## src/rtl/mts_pkg.sv

```systemverilog
// Shared types, constants and delimiter tables for the sentence splitter.
package mts_pkg;

  // Default window size: longest delimiter token in bytes
  localparam int MTS_MAX_TOKEN_BYTES = 3;
  // Chinese table entries in use
  localparam int TOKEN_COUNT = 22;
  localparam int TOK_ROWS = 32;
  localparam int ROW_W = $clog2(TOK_ROWS);
  localparam int LEN_W = 3;

  // token_set register codes
  localparam logic TOKEN_SET_TIBETAN = 1'b0;
  localparam logic TOKEN_SET_CHINESE = 1'b1;

  // One result word
  typedef struct packed {
    logic [7:0] out_byte;
    logic       is_delimiter;
    logic       pair_end;
    logic       line_end;
  } result_t;

  // Token patterns, first byte in the top byte lane
  localparam logic [31:0] CN_TOK [TOK_ROWS] = '{
    32'he3808200, 32'hefbc8c00, 32'he3808100, 32'hefbc9b00,
    32'hefbc9a00, 32'hefbc9f00, 32'hefbc8100, 32'he2809c00,
    32'he2809d00, 32'he2809800, 32'he2809900, 32'he2959700,
    32'he2959a00, 32'hefbc8800, 32'hefbc8900, 32'he280a600,
    32'he2809400, 32'he3808a00, 32'he3808b00, 32'he3808800,
    32'he3808900, 32'he280a200, 32'h00000000, 32'h00000000,
    32'h00000000, 32'h00000000, 32'h00000000, 32'h00000000,
    32'h00000000, 32'h00000000, 32'h00000000, 32'h00000000
  };

  localparam logic [LEN_W-1:0] CN_LEN [TOK_ROWS] = '{
    3'd3, 3'd3, 3'd3, 3'd3, 3'd3, 3'd3, 3'd3, 3'd3,
    3'd3, 3'd3, 3'd3, 3'd3, 3'd3, 3'd3, 3'd3, 3'd3,
    3'd3, 3'd3, 3'd3, 3'd3, 3'd3, 3'd3, 3'd0, 3'd0,
    3'd0, 3'd0, 3'd0, 3'd0, 3'd0, 3'd0, 3'd0, 3'd0
  };

  // Tibetan: space and shad
  localparam logic [31:0] TB_TOK [2] = '{32'h20000000, 32'he0bc8d00};
  localparam logic [LEN_W-1:0] TB_LEN [2] = '{3'd1, 3'd3};

  function automatic logic [31:0] tok_pattern(input logic set, input logic [ROW_W-1:0] t);
    logic [31:0] pat;
    if (set == TOKEN_SET_CHINESE) begin
      pat = CN_TOK[t];
    end else if (t < ROW_W'(2)) begin
      pat = TB_TOK[t[0]];
    end else begin
      pat = 32'h0;
    end
    return pat;
  endfunction

  // Length 0 marks an unused row
  function automatic logic [LEN_W-1:0] tok_len(input logic set, input logic [ROW_W-1:0] t);
    logic [LEN_W-1:0] len;
    if (set == TOKEN_SET_CHINESE) begin
      len = ({1'b0, t} < (ROW_W + 1)'(TOKEN_COUNT)) ? CN_LEN[t] : '0;
    end else if (t < ROW_W'(2)) begin
      len = TB_LEN[t[0]];
    end else begin
      len = '0;
    end
    return len;
  endfunction

endpackage

```

## src/rtl/mts_if.sv

```systemverilog
// Valid/ready channel interfaces for text bytes in and tagged bytes out.
interface mts_in_if;
  logic       valid;
  logic       ready;
  logic [7:0] in_byte;
  logic       line_last;

  modport source(output valid, output in_byte, output line_last, input ready);
  modport sink(input valid, input in_byte, input line_last, output ready);
endinterface

interface mts_out_if;
  logic       valid;
  logic       ready;
  logic [7:0] out_byte;
  logic       is_delimiter;
  logic       pair_end;
  logic       line_end;

  modport source(output valid, output out_byte, output is_delimiter, output pair_end,
                 output line_end, input ready);
  modport sink(input valid, input out_byte, input is_delimiter, input pair_end,
               input line_end, output ready);
endinterface

```

## src/rtl/mts_front.sv

```systemverilog
// Front end: look-ahead window, parallel token match and byte classification.
module mts_front #(
  parameter int MAX_TOKEN_BYTES = mts_pkg::MTS_MAX_TOKEN_BYTES
) (
  input  logic                                   clk,
  input  logic                                   rst_n,
  mts_in_if.sink                                 in_s,
  input  logic                                   cfg_wr_en,
  input  logic                                   cfg_wr_data,
  input  logic                                   q_room,
  output logic [$clog2(MAX_TOKEN_BYTES+1)-1:0]   wr_cnt,
  output mts_pkg::result_t                       wr_data [MAX_TOKEN_BYTES]
);
  import mts_pkg::*;

  localparam int CNT_W = $clog2(MAX_TOKEN_BYTES + 1);
  localparam int PD    = (MAX_TOKEN_BYTES > 1) ? MAX_TOKEN_BYTES - 1 : 1;

  logic             token_set_r;
  logic [7:0]       pend_r [PD];
  logic [7:0]       pend_nxt [PD];
  logic [CNT_W-1:0] pend_cnt_r, pend_cnt_nxt;

  logic             accept;
  logic [CNT_W-1:0] win_n;
  logic [7:0]       win [MAX_TOKEN_BYTES];
  logic             m_wait [MAX_TOKEN_BYTES];
  logic [LEN_W-1:0] m_len [MAX_TOKEN_BYTES];
  logic             rel [MAX_TOKEN_BYTES];
  logic             dlm [MAX_TOKEN_BYTES];
  logic             pe [MAX_TOKEN_BYTES];
  logic [CNT_W-1:0] rel_n;

  assign in_s.ready = q_room;
  assign accept     = in_s.valid && q_room;
  assign win_n      = pend_cnt_r + CNT_W'(1);

  // Window: held bytes, then the new byte
  for (genvar i = 0; i < MAX_TOKEN_BYTES; i++) begin : g_win
    if (i < MAX_TOKEN_BYTES - 1) begin : g_held
      always_comb begin
        if (CNT_W'(i) < pend_cnt_r) begin
          win[i] = pend_r[i];
        end else if (CNT_W'(i) == pend_cnt_r) begin
          win[i] = in_s.in_byte;
        end else begin
          win[i] = 8'h00;
        end
      end
    end else begin : g_tail
      assign win[i] = (CNT_W'(i) == pend_cnt_r) ? in_s.in_byte : 8'h00;
    end
  end

  // Match at every start position; lowest table row that matches or waits wins
  for (genvar p = 0; p < MAX_TOKEN_BYTES; p++) begin : g_match
    always_comb begin
      logic [CNT_W-1:0] rem;
      logic [31:0]      pat;
      logic [LEN_W-1:0] len;
      logic             ok;
      rem       = win_n - CNT_W'(p);
      m_wait[p] = 1'b0;
      m_len[p]  = '0;
      for (int t = TOK_ROWS - 1; t >= 0; t--) begin
        pat = tok_pattern(token_set_r, ROW_W'(t));
        len = tok_len(token_set_r, ROW_W'(t));
        ok  = (len != '0) && (int'(len) <= MAX_TOKEN_BYTES);
        for (int i = 0; i < 4; i++) begin
          if (p + i < MAX_TOKEN_BYTES) begin
            if (i < int'(len) && i < int'(rem) && win[p+i] != pat[31-8*i -: 8]) begin
              ok = 1'b0;
            end
          end
        end
        if (ok && (int'(len) <= int'(rem) || !in_s.line_last)) begin
          m_wait[p] = int'(len) > int'(rem);
          m_len[p]  = len;
        end
      end
    end
  end

  // Walk the window: tokens consume bytes, a partial match stops release
  always_comb begin
    logic             stop;
    logic [LEN_W-1:0] skip;
    stop  = 1'b0;
    skip  = '0;
    rel_n = '0;
    for (int p = 0; p < MAX_TOKEN_BYTES; p++) begin
      rel[p] = 1'b0;
      dlm[p] = 1'b0;
      pe[p]  = 1'b0;
      if (CNT_W'(p) < win_n && !stop) begin
        if (skip != '0) begin
          rel[p] = 1'b1;
          dlm[p] = 1'b1;
          pe[p]  = (skip == LEN_W'(1));
          skip   = skip - LEN_W'(1);
        end else if (m_wait[p]) begin
          stop = 1'b1;
        end else if (m_len[p] != '0) begin
          rel[p] = 1'b1;
          dlm[p] = 1'b1;
          pe[p]  = (m_len[p] == LEN_W'(1));
          skip   = m_len[p] - LEN_W'(1);
        end else begin
          rel[p] = 1'b1;
        end
      end
      if (rel[p]) begin
        rel_n = rel_n + CNT_W'(1);
      end
    end
  end

  // Result words for the released prefix
  always_comb begin
    logic fin;
    for (int i = 0; i < MAX_TOKEN_BYTES; i++) begin
      fin                       = in_s.line_last && (CNT_W'(i + 1) == rel_n);
      wr_data[i].out_byte       = win[i];
      wr_data[i].is_delimiter   = dlm[i];
      wr_data[i].pair_end       = pe[i] || (fin && !dlm[i]);
      wr_data[i].line_end       = fin;
    end
    wr_cnt = accept ? rel_n : '0;
  end

  // Bytes left undecided shift down to the front of the held set
  always_comb begin
    for (int i = 0; i < PD; i++) begin
      pend_nxt[i] = pend_r[i];
      for (int j = 0; j < MAX_TOKEN_BYTES; j++) begin
        if (int'(rel_n) + i == j) begin
          pend_nxt[i] = win[j];
        end
      end
    end
    pend_cnt_nxt = win_n - rel_n;
  end

  // Control registers
  always_ff @(posedge clk) begin
    if (!rst_n) begin
      token_set_r <= TOKEN_SET_CHINESE;
      pend_cnt_r  <= '0;
    end else begin
      if (cfg_wr_en) begin
        token_set_r <= cfg_wr_data;
      end
      if (accept) begin
        pend_cnt_r <= pend_cnt_nxt;
      end
    end
  end

  // Held bytes
  always_ff @(posedge clk) begin
    if (accept) begin
      pend_r <= pend_nxt;
    end
  end

  // End of line flushes every held byte
  a_line_flush: assert property (@(posedge clk) disable iff (!rst_n)
    (accept && in_s.line_last) |=> (pend_cnt_r == '0))
    else $error("held bytes survive end of line");

  // Never more held bytes than the window leaves room for
  a_pend_bound: assert property (@(posedge clk) disable iff (!rst_n)
    int'(pend_cnt_r) <= MAX_TOKEN_BYTES - 1)
    else $error("held byte count out of range");

endmodule

```

## src/rtl/mts_fifo.sv

```systemverilog
// Result queue: takes up to one window of words per cycle, gives one per cycle on pop.
module mts_fifo #(
  parameter int MAX_TOKEN_BYTES = mts_pkg::MTS_MAX_TOKEN_BYTES
) (
  input  logic                                 clk,
  input  logic                                 rst_n,
  input  logic [$clog2(MAX_TOKEN_BYTES+1)-1:0] wr_cnt,
  input  mts_pkg::result_t                     wr_data [MAX_TOKEN_BYTES],
  output logic                                 room,
  input  logic                                 pop,
  output logic                                 rd_valid,
  output mts_pkg::result_t                     rd_data
);
  import mts_pkg::*;

  localparam int CNT_W = $clog2(MAX_TOKEN_BYTES + 1);
  localparam int QD    = 2 ** $clog2(2 * MAX_TOKEN_BYTES);
  localparam int PTR_W = $clog2(QD);
  localparam int QC_W  = $clog2(QD + 1);

  result_t          mem [QD];
  logic [PTR_W-1:0] wr_ptr_r, rd_ptr_r;
  logic [QC_W-1:0]  count_r;

  assign room     = (QC_W'(QD) - count_r) >= QC_W'(MAX_TOKEN_BYTES);
  assign rd_valid = (count_r != '0);
  assign rd_data  = mem[rd_ptr_r];

  // Pointers and fill level
  always_ff @(posedge clk) begin
    if (!rst_n) begin
      wr_ptr_r <= '0;
      rd_ptr_r <= '0;
      count_r  <= '0;
    end else begin
      wr_ptr_r <= wr_ptr_r + PTR_W'(wr_cnt);
      if (pop) begin
        rd_ptr_r <= rd_ptr_r + PTR_W'(1);
      end
      count_r <= count_r + QC_W'(wr_cnt) - QC_W'(pop);
    end
  end

  // Storage: a burst lands in consecutive slots
  always_ff @(posedge clk) begin
    for (int i = 0; i < MAX_TOKEN_BYTES; i++) begin
      if (CNT_W'(i) < wr_cnt) begin
        mem[wr_ptr_r + PTR_W'(i)] <= wr_data[i];
      end
    end
  end

  a_no_overflow: assert property (@(posedge clk) disable iff (!rst_n)
    (wr_cnt != '0) |-> (int'(count_r) + int'(wr_cnt) <= QD))
    else $error("result queue overflow");

  a_no_underflow: assert property (@(posedge clk) disable iff (!rst_n)
    pop |-> (count_r != '0))
    else $error("result queue read while empty");

  a_ptr_level: assert property (@(posedge clk) disable iff (!rst_n)
    (PTR_W'(wr_ptr_r - rd_ptr_r) == count_r[PTR_W-1:0]))
    else $error("queue pointers disagree with fill level");

endmodule

```

## src/rtl/mts_back.sv

```systemverilog
// Back end: output register that presents one tagged word per handshake.
module mts_back (
  input  logic             clk,
  input  logic             rst_n,
  input  logic             rd_valid,
  input  mts_pkg::result_t rd_data,
  output logic             pop,
  mts_out_if.source        out_m
);
  import mts_pkg::*;

  logic    valid_r;
  result_t data_r;

  // Refill whenever the register is empty or being drained
  assign pop = rd_valid && (!valid_r || out_m.ready);

  always_ff @(posedge clk) begin
    if (!rst_n) begin
      valid_r <= 1'b0;
    end else if (!valid_r || out_m.ready) begin
      valid_r <= rd_valid;
    end
  end

  always_ff @(posedge clk) begin
    if (pop) begin
      data_r <= rd_data;
    end
  end

  assign out_m.valid        = valid_r;
  assign out_m.out_byte     = data_r.out_byte;
  assign out_m.is_delimiter = data_r.is_delimiter;
  assign out_m.pair_end     = data_r.pair_end;
  assign out_m.line_end     = data_r.line_end;

endmodule

```

## src/rtl/multi_token_sentence_splitter.sv

```systemverilog
// Top level of the multi-token sentence splitter.
//
//   channel  direction  words / fields
//   in_s     in         in_byte[7:0], line_last
//   out_m    out        out_byte[7:0], is_delimiter, pair_end, line_end
//   cfg_*    in         cfg_wr_en, cfg_wr_data = token_set
//
// One input byte per cycle while the queue has room; every byte leaves as exactly one
// output word. The front takes a byte whenever the result queue has room for a full
// window (MAX_TOKEN_BYTES words); the queue drains one word per cycle out while out_m
// is not stalled. out_m.valid rises once a word has passed the queue and the output
// register, later while a byte waits on a partial token match. Reset is synchronous:
// clears held bytes, queue and output valid, and sets token_set to the Chinese set.
// out_m stalls back up through the queue to in_s.ready without losing words.
module multi_token_sentence_splitter #(
  parameter int MAX_TOKEN_BYTES = mts_pkg::MTS_MAX_TOKEN_BYTES
) (
  input  logic      clk,
  input  logic      rst_n,
  mts_in_if.sink    in_s,
  mts_out_if.source out_m,
  input  logic      cfg_wr_en,
  input  logic      cfg_wr_data
);
  import mts_pkg::*;

  localparam int CNT_W = $clog2(MAX_TOKEN_BYTES + 1);

  logic [CNT_W-1:0] wr_cnt;
  result_t          wr_data [MAX_TOKEN_BYTES];
  logic             q_room;
  logic             pop;
  logic             rd_valid;
  result_t          rd_data;

  mts_front #(
    .MAX_TOKEN_BYTES(MAX_TOKEN_BYTES)
  ) u_front (
    .clk        (clk),
    .rst_n      (rst_n),
    .in_s       (in_s),
    .cfg_wr_en  (cfg_wr_en),
    .cfg_wr_data(cfg_wr_data),
    .q_room     (q_room),
    .wr_cnt     (wr_cnt),
    .wr_data    (wr_data)
  );

  mts_fifo #(
    .MAX_TOKEN_BYTES(MAX_TOKEN_BYTES)
  ) u_fifo (
    .clk     (clk),
    .rst_n   (rst_n),
    .wr_cnt  (wr_cnt),
    .wr_data (wr_data),
    .room    (q_room),
    .pop     (pop),
    .rd_valid(rd_valid),
    .rd_data (rd_data)
  );

  mts_back u_back (
    .clk     (clk),
    .rst_n   (rst_n),
    .rd_valid(rd_valid),
    .rd_data (rd_data),
    .pop     (pop),
    .out_m   (out_m)
  );

endmodule

```

## src/flat_wrapper.sv

```systemverilog
// flat-port wrapper written by rule: the top's interface ports become plain ports
module multi_token_sentence_splitter_flat import mts_pkg::*;
#(
  parameter int MAX_TOKEN_BYTES = mts_pkg::MTS_MAX_TOKEN_BYTES
)
  (clk, rst_n, cfg_wr_en, cfg_wr_data, in_s_valid, in_s_in_byte, in_s_line_last, in_s_ready, out_m_valid, out_m_out_byte, out_m_is_delimiter, out_m_pair_end, out_m_line_end, out_m_ready);
  mts_in_if in_s_i ();
  mts_out_if out_m_i ();
  input  logic clk;
  input  logic rst_n;
  input  logic cfg_wr_en;
  input  logic cfg_wr_data;
  input wire logic [$bits(in_s_i.valid)-1:0] in_s_valid;
  input wire logic [$bits(in_s_i.in_byte)-1:0] in_s_in_byte;
  input wire logic [$bits(in_s_i.line_last)-1:0] in_s_line_last;
  output wire logic [$bits(in_s_i.ready)-1:0] in_s_ready;
  output wire logic [$bits(out_m_i.valid)-1:0] out_m_valid;
  output wire logic [$bits(out_m_i.out_byte)-1:0] out_m_out_byte;
  output wire logic [$bits(out_m_i.is_delimiter)-1:0] out_m_is_delimiter;
  output wire logic [$bits(out_m_i.pair_end)-1:0] out_m_pair_end;
  output wire logic [$bits(out_m_i.line_end)-1:0] out_m_line_end;
  input wire logic [$bits(out_m_i.ready)-1:0] out_m_ready;
  assign in_s_i.valid = in_s_valid;
  assign in_s_i.in_byte = in_s_in_byte;
  assign in_s_i.line_last = in_s_line_last;
  assign in_s_ready = in_s_i.ready;
  assign out_m_valid = out_m_i.valid;
  assign out_m_out_byte = out_m_i.out_byte;
  assign out_m_is_delimiter = out_m_i.is_delimiter;
  assign out_m_pair_end = out_m_i.pair_end;
  assign out_m_line_end = out_m_i.line_end;
  assign out_m_i.ready = out_m_ready;
  multi_token_sentence_splitter #(.MAX_TOKEN_BYTES(MAX_TOKEN_BYTES)) u_core (.clk(clk), .rst_n(rst_n), .in_s(in_s_i), .out_m(out_m_i), .cfg_wr_en(cfg_wr_en), .cfg_wr_data(cfg_wr_data));
endmodule
```

## config.mk

```make
export PLATFORM = sky130hd
export DESIGN_NAME = multi_token_sentence_splitter_flat
export DESIGN_NICKNAME = d
export VERILOG_FILES = /design/src/rtl/mts_pkg.sv /design/src/rtl/mts_if.sv /design/src/rtl/mts_front.sv /design/src/rtl/mts_fifo.sv /design/src/rtl/mts_back.sv /design/src/rtl/multi_token_sentence_splitter.sv /design/src/flat_wrapper.sv
export SDC_FILE = /design/constraint.sdc
export NUM_CORES = 1
export LEC_CHECK = 0
export ABC_CLOCK_PERIOD_IN_PS = 8700
export BUFFER_PORTS_ARGS = -buffer_cell sky130_fd_sc_hd__buf_2
export CORE_MARGIN = 2
export CORE_UTILIZATION = 55
export CTS_CLUSTER_SIZE = 16
export DETAILED_ROUTE_END_ITERATION = 8
export PLACE_DENSITY = 0.71
export SYNTH_ARGS = -nofsm -noshare
export SYNTH_HDL_FRONTEND = slang
export SYNTH_SLANG_ARGS = --single-unit
```

## constraint.sdc

```tcl
create_clock -name clk -period 8.7 [get_ports clk]
set_input_delay 1.74 -clock clk [delete_from_list [all_inputs] [get_ports clk]]
set_output_delay 1.74 -clock clk [all_outputs]
set_load 0.03 [all_outputs]
```

# Word level (Yosys, flattened, before mapping)

Memory sizes are Yosys's and may differ from the RTL's. A register that Yosys moved wholly into a read port is not among the register bits.
Cells that the tools add are included.

Output and inout bits: 13
Logic and storage cells: 821
RAM bits: 88
Flip-flop bits (word level): 30
Memories kept: 1

Memory list:

| name              | depth | width | read ports | clocked after memory_dff | wr ports | RTL line       | source |
|---|---|---|---|---|---|---|---|
| u_core.u_fifo.mem | 8     | 11    | 1          | 1                        | 3        | mts_fifo.sv:21 | `result_t mem [QD];` |

$lt $le $gt $ge: 41
Add/sub/neg operators: 17
Equality and inequality tests: 146
Reductions and logical operators: 257
Mux-type cells: 351

Operators by type and width:

| kind                  | count |
|---|---|
| $ne A8 B8 Y1          | 132 |
| $mux W32              | 21 |
| $mux W1               | 240 |
| $logic_and A1 B1 Y1   | 222 |
| $mux W3               | 72 |
| $mux W8               | 11 |
| $logic_not A32 Y1     | 2 |
| $eq A32 B2 Y1 const B | 1 |
| $mux W28              | 1 |
| $reduce_bool A3 Y1    | 9 |
| $lt A1 B2 Y1 const A  | 11 |
| $gt A3 B2 Y1          | 6 |
| $le A3 B2 Y1          | 6 |
| $eq A3 B1 Y1 const B  | 5 |
| $logic_or A1 B1 Y1    | 13 |
| $lt A1 B3 Y1 const A  | 4 |
| $mux W2               | 6 |
| $sub A3 B1 Y3 const B | 3 |
| $logic_not A1 Y1      | 7 |
| $add A2 B1 Y2 const B | 3 |
| $add A3 B1 Y3 const B | 2 |
| $eq A2 B2 Y1 const A  | 3 |
| $gt A2 B2 Y1 const A  | 3 |
| $le A2 B2 Y1 const A  | 3 |
| other kinds (19)      | 26 |

# Longest topological paths before layout

Depth in word-level cells: 48
Depth in mapped cells: 38
Depth with buffers taken out: 30

# Cells and area by module

From an unflattened synthesis, not the netlist that was laid out.

Cell total of the unflattened synthesis: 1250
Area, all modules: 10995.5 sq um

By module, submodules not included:

| module    | cells an instance | times used | area an instance (sq um) | sequential area each (sq um) |
|---|---|---|---|---|
| mts_fifo  | 705               | 1          | 6860.3                   | 2902.8 |
| mts_front | 530               | 1          | 3757.4                   | 540.5 |
| mts_back  | 15                | 1          | 377.9                    | 350.3 |

# Worst setup path after synthesis

OpenSTA, ideal clock, no wires.

Path kind: input -> register
Start point: input port in_s_in_byte[6]
End point: memory u_core.u_fifo.mem[3][0] in the netlist's numbering (enable)
Cell stages on the path: 27
Arrival time: 8.103 ns
Setup time: 0.394 ns
Required time: 8.306 ns
Slack: 0.202 ns
Cell sequence: buf_2 -> or2_1 -> mux4_2 -> nor4b_4 -> o22ai_2 -> a311oi_4 -> mux2_2 -> nand2_1 -> or4b_1 -> ha_1 -> ha_1 -> nor2_1 -> nand2_1 -> o21ai_0 -> nand2_1 -> or3_1 -> nor4_1 -> a21oi_2 -> nand2_2 -> inv_1 -> fa_1 -> clkbuf_1 -> inv_1 -> nor3_1 -> a21oi_1 -> or2_2 -> o21ai_0

RTL lines:

| what               | RTL line           | source |
|---|---|---|
| start: declaration | flat_wrapper.sv:14 | `input wire logic [$bits(in_s_i.in_byte)-1:0] in_s_in_byte;` |
| end: declaration   | mts_fifo.sv:21     |  |

==> reports/qor.csv <==
stage,metric,value,unit
grt,antenna_found_initial,2,
finish,drive_above_1_share,0.194,
placement,gp_congestion,1.04,
routing,drtIter0Drc,1412,
cts,clk_latency,0.43,ns
hold_path,hold_path.class,reg -> reg,
cts,htreeDepth,4,
cts,cts_tree,built,
setup_path,endpoint_kind,flip-flop,
routing,post_drt_wl_per_cell,27.4,um
setup_path,crit_type,in -> reg,
grt,grt_overflow,0,
sta,hold_viol,0,
synth,synth_cell_types,87,
sta,min_period_over_period,0.957,
power,power.leakage,3.92,nW
finish,area_growth,11.9,%
cts,cts.sinks,129,
power,swShare,0.491,
finish,final_nets,1084,
synth,postSynthAreaPerCell,9.68,um^2
synth,yosysSeqAreaShare,0.376,
synth,synth_compound_area_frac,0.227,
synth,synthesis.area,0.00993,mm^2
grt,grt_max_degree,46,
sta,worst_pin_slew,1.22,ns
synth,yosysTopAreaCellShare,0.348,
placement,place_area,0.0104,mm^2
synth,synthCells,1025,
synth,synth_seq_cells,129,
synth,synth-xor-area-share,0.00794,
cts,cts_setup_buffers,0,
routing,via_per_inst,7.41,
synth,synthSimpleGateAreaFrac,0.192,
synth,synth_edf_count,115,
floorplan,die_x,138,um
floorplan,start_util,0.556,
sta,finalSetupViolations,0,
grt,grt_pass1_vias,8931,
floorplan,rows,49,
sta,fin_ws,0.370,ns
sta,skew,0.0161,ns
power,power,5.43,mW
sta,rsz0062_at_grt,no,
power,pwr_density_cell,488,mW/mm^2
setup_path,start_kind,input port,
status,status,finished clean,
placement,dp_hpwl,25.9,mm
power,clkPwrFrac,0.146,
floorplan,die_h,138,um
cts,cts_root_buf,clkbuf_16,
synth,yosysMostFrequentCell,edfxtp_1,
grt,grt_pass1_wl,53.4,mm
routing,drt_first_pass_iters,6,
routing,drt-total-wl,35.2,mm
finish,nFillCells,1502,
synth,synthFlopType,edfxtp_1,
floorplan,dieArea,0.0191,mm^2
power,p_int,2.76,mW
sta,period_needed,8.33,ns
setup_path,arrival,8.50,ns
floorplan,coreArea,0.0178,mm^2
setup_path,required,8.87,ns
cts,cts_hold_buf,0,
sta,maxSlewHeadroom,0.180,
routing,vias,9490,
cts,clk_pin_slew,0.07,ns
placement,pre_cts_ws,-0.00632,ns
placement,port_buffers,27,
synth,async_flop_share,0,
power,vdd_drop_max,0.000309,V
routing,route.detailed.drc,0,
sta,maxSlewViolCount,0,
power,pwr-share-comb,0.630,
power,sequentialPowerShare,0.224,
routing,antenna_left,0,
synth,muxShareOfSynthArea,0.102,
setup_path,worstPathMaxFanout,19,
grt,grt_usage,0.362,
sta,max_freq,120,MHz
synth,synth_common_cells,"115 x edfxtp_1, 72 x nand2_1, 66 x clkbuf_1, 61 x nor2_1, 45 x nand3_1",
synth,yosysWarnings,0,
synth,synthTopCellsByArea,"edfxtp_1 35%, mux4_2 5.7%, ha_1 3.5%",
synth,synth_top_cell_by_area,edfxtp_1,
synth,synth_top_family_by_area,compound AO/OA/AOI/OAI gates,
cts,clk_path_buf_depth,2,
floorplan,ios,28,
power,switchingPower,2.66,mW
synth,synth_fa_ha_area_frac,0.0413,
job,drv_cap,0,
cts,cts_buffers,17,
finish,design_area,0.0111,mm^2
==> metal layers <==
layer,vias to the layer above,global-route usage,routed length [um]
met5,-,0,13
met4,2,0.169,1890
met3,160,0.0707,3610
met2,692,0.576,16100
met1,4511,0.480,13600
li1,4125,-,-
==> power groups by stage <==
stage	Combinational (mW)	Sequential, mW	Clock, mW
3_5_place_dp	3.27	1.22	0
3_3_place_gp	3.25	1.22	0
2_1_floorplan	2.31	1.23	0
5_1_grt	3.63	1.23	0.826
4_1_cts	3.29	1.21	0.796
6_report	3.42	1.21	0.795
==> metrics by stage <==
| step | std cells | setup TNS (ns) | hold slack [ns] | utilization |
|---|---|---|---|---|
| 6_report | 1281 | 0 | 0.605 | 0.622 |
| 5_1_grt | 1281 | 0 | 0.655 | 0.622 |
| 4_1_cts | 1280 | 0 | 0.602 | 0.622 |
| 3_5_place_dp | 1248 | -0.00632 | 0.584 | 0.585 |
| 3_3_place_gp | 1248 | 0 | 0.579 | 0.585 |
| 2_1_floorplan | 1027 | 0 | 0.527 | - |
==> worst max-delay path: stages <==
cell and delay (ns):
buf_2 0.13, or2_1 0.26, mux4_2 0.53, nor4b_4 0.32, o22ai_2 0.15, a311oi_4 0.44
mux2_2 0.27, nand2_1 0.05, or4b_1 0.61, ha_1 0.25, ha_1 0.26, nor2_1 0.11
nand2_1 0.07, o21ai_0 0.11, nand2_1 0.10, or3_1 0.30, nor4_1 0.25, a21oi_2 0.10
nand2_2 0.17, inv_1 0.08, fa_2 0.67, inv_1 0.09, buf_4 0.22, a32oi_1 0.80
nor4_1 0.12, a221o_1 0.29
==> state kept, by name, summed over array words and instances (netlist names), 2 cells and up <==
| name | flops |
|---|---|
| u_core.u_fifo.mem | 88 |
| u_core.u_fifo.rd_ptr_r | 3 |
| u_core.u_fifo.count_r | 4 |
| u_core.u_back.out_m.out_byte | 8 |
| u_core.u_fifo.wr_ptr_r | 3 |
| u_core.u_front.pend_cnt_r | 2 |
| u_core.u_front.pend_r | 16 |
==> cells by family after synthesis <==
kind of cell | Yosys count
adders and majority gates | 31
DFF | 129
AOI/OAI and AO/OA | 301
and+or+nand+nor | 358
muxes | 66
buffers and inverters | 129
xor gates and xnor gates | 9
other | 2
==> what timing repair did <==
| action | 4_1_cts | 5_1_grt |
|---|---|---|
| setup endpoints to repair | 0 | 10 |
| hold endpoints to repair | 0 | 0 |
| gates resized for setup | 0 | 3 |
==> final cells by class <==
type	instances	area (um^2)	area share
clock buffer	17	425	0.0383
tap	229	287	0.0258
timing repair buffer	90	621	0.0559
clock inverter	15	220	0.0198
sequential	129	3730	0.336
multi-input combinational	769	5700	0.513
antenna	1	2.50	0.000225
inverter	31	116	0.0105
==> cell usage in the layout, fill, tap and decap left out, types with 7 or more instances in the layout <==
| cell | count |
|---|---|
| a21oi_1 | 38 |
| nor3_1 | 21 |
| or3_1 | 11 |
| o221a_2 | 7 |
| nand2_1 | 72 |
| nand3_1 | 45 |
| nor2_1 | 59 |
| buf_4 | 62 |
| nor2b_1 | 12 |
| edfxtp_1 | 115 |
| mux2_2 | 18 |
| a211oi_1 | 16 |
| nor4_1 | 27 |
| o221ai_1 | 37 |
| o21a_1 | 12 |
| mux4_2 | 25 |
| mux2i_1 | 22 |
| and2_1 | 23 |
| nand2b_1 | 10 |
| nand4_1 | 32 |
| o21ai_0 | 39 |
| clkbuf_16 | 17 |
| a221oi_1 | 12 |
| dfxtp_1 | 14 |
| inv_1 | 31 |
| ha_1 | 28 |
| a31oi_1 | 36 |
| a211o_1 | 9 |
| a221o_1 | 7 |
| or2_2 | 7 |
| buf_2 | 27 |
==> path summary, 6_finish.rpt <==
path | slack, ns | startpoint | depth (start not counted) | endpoint
setup / recovery | 0.37 | in_s_in_byte[6] | 26 | u_core.u_fifo.mem[5][1]
setup reg to reg | 0.90 | u_core.u_front.pend_cnt_r[1] | 28 | u_core.u_fifo.mem[5][1]
hold / removal | 0.61 | u_core.u_fifo.count_r[0] | 3 | u_core.u_back.out_m.valid
hold reg to reg | 0.61 | u_core.u_fifo.count_r[0] | 3 | u_core.u_back.out_m.valid
No activity file was read; power rests on OpenSTA's default activity.
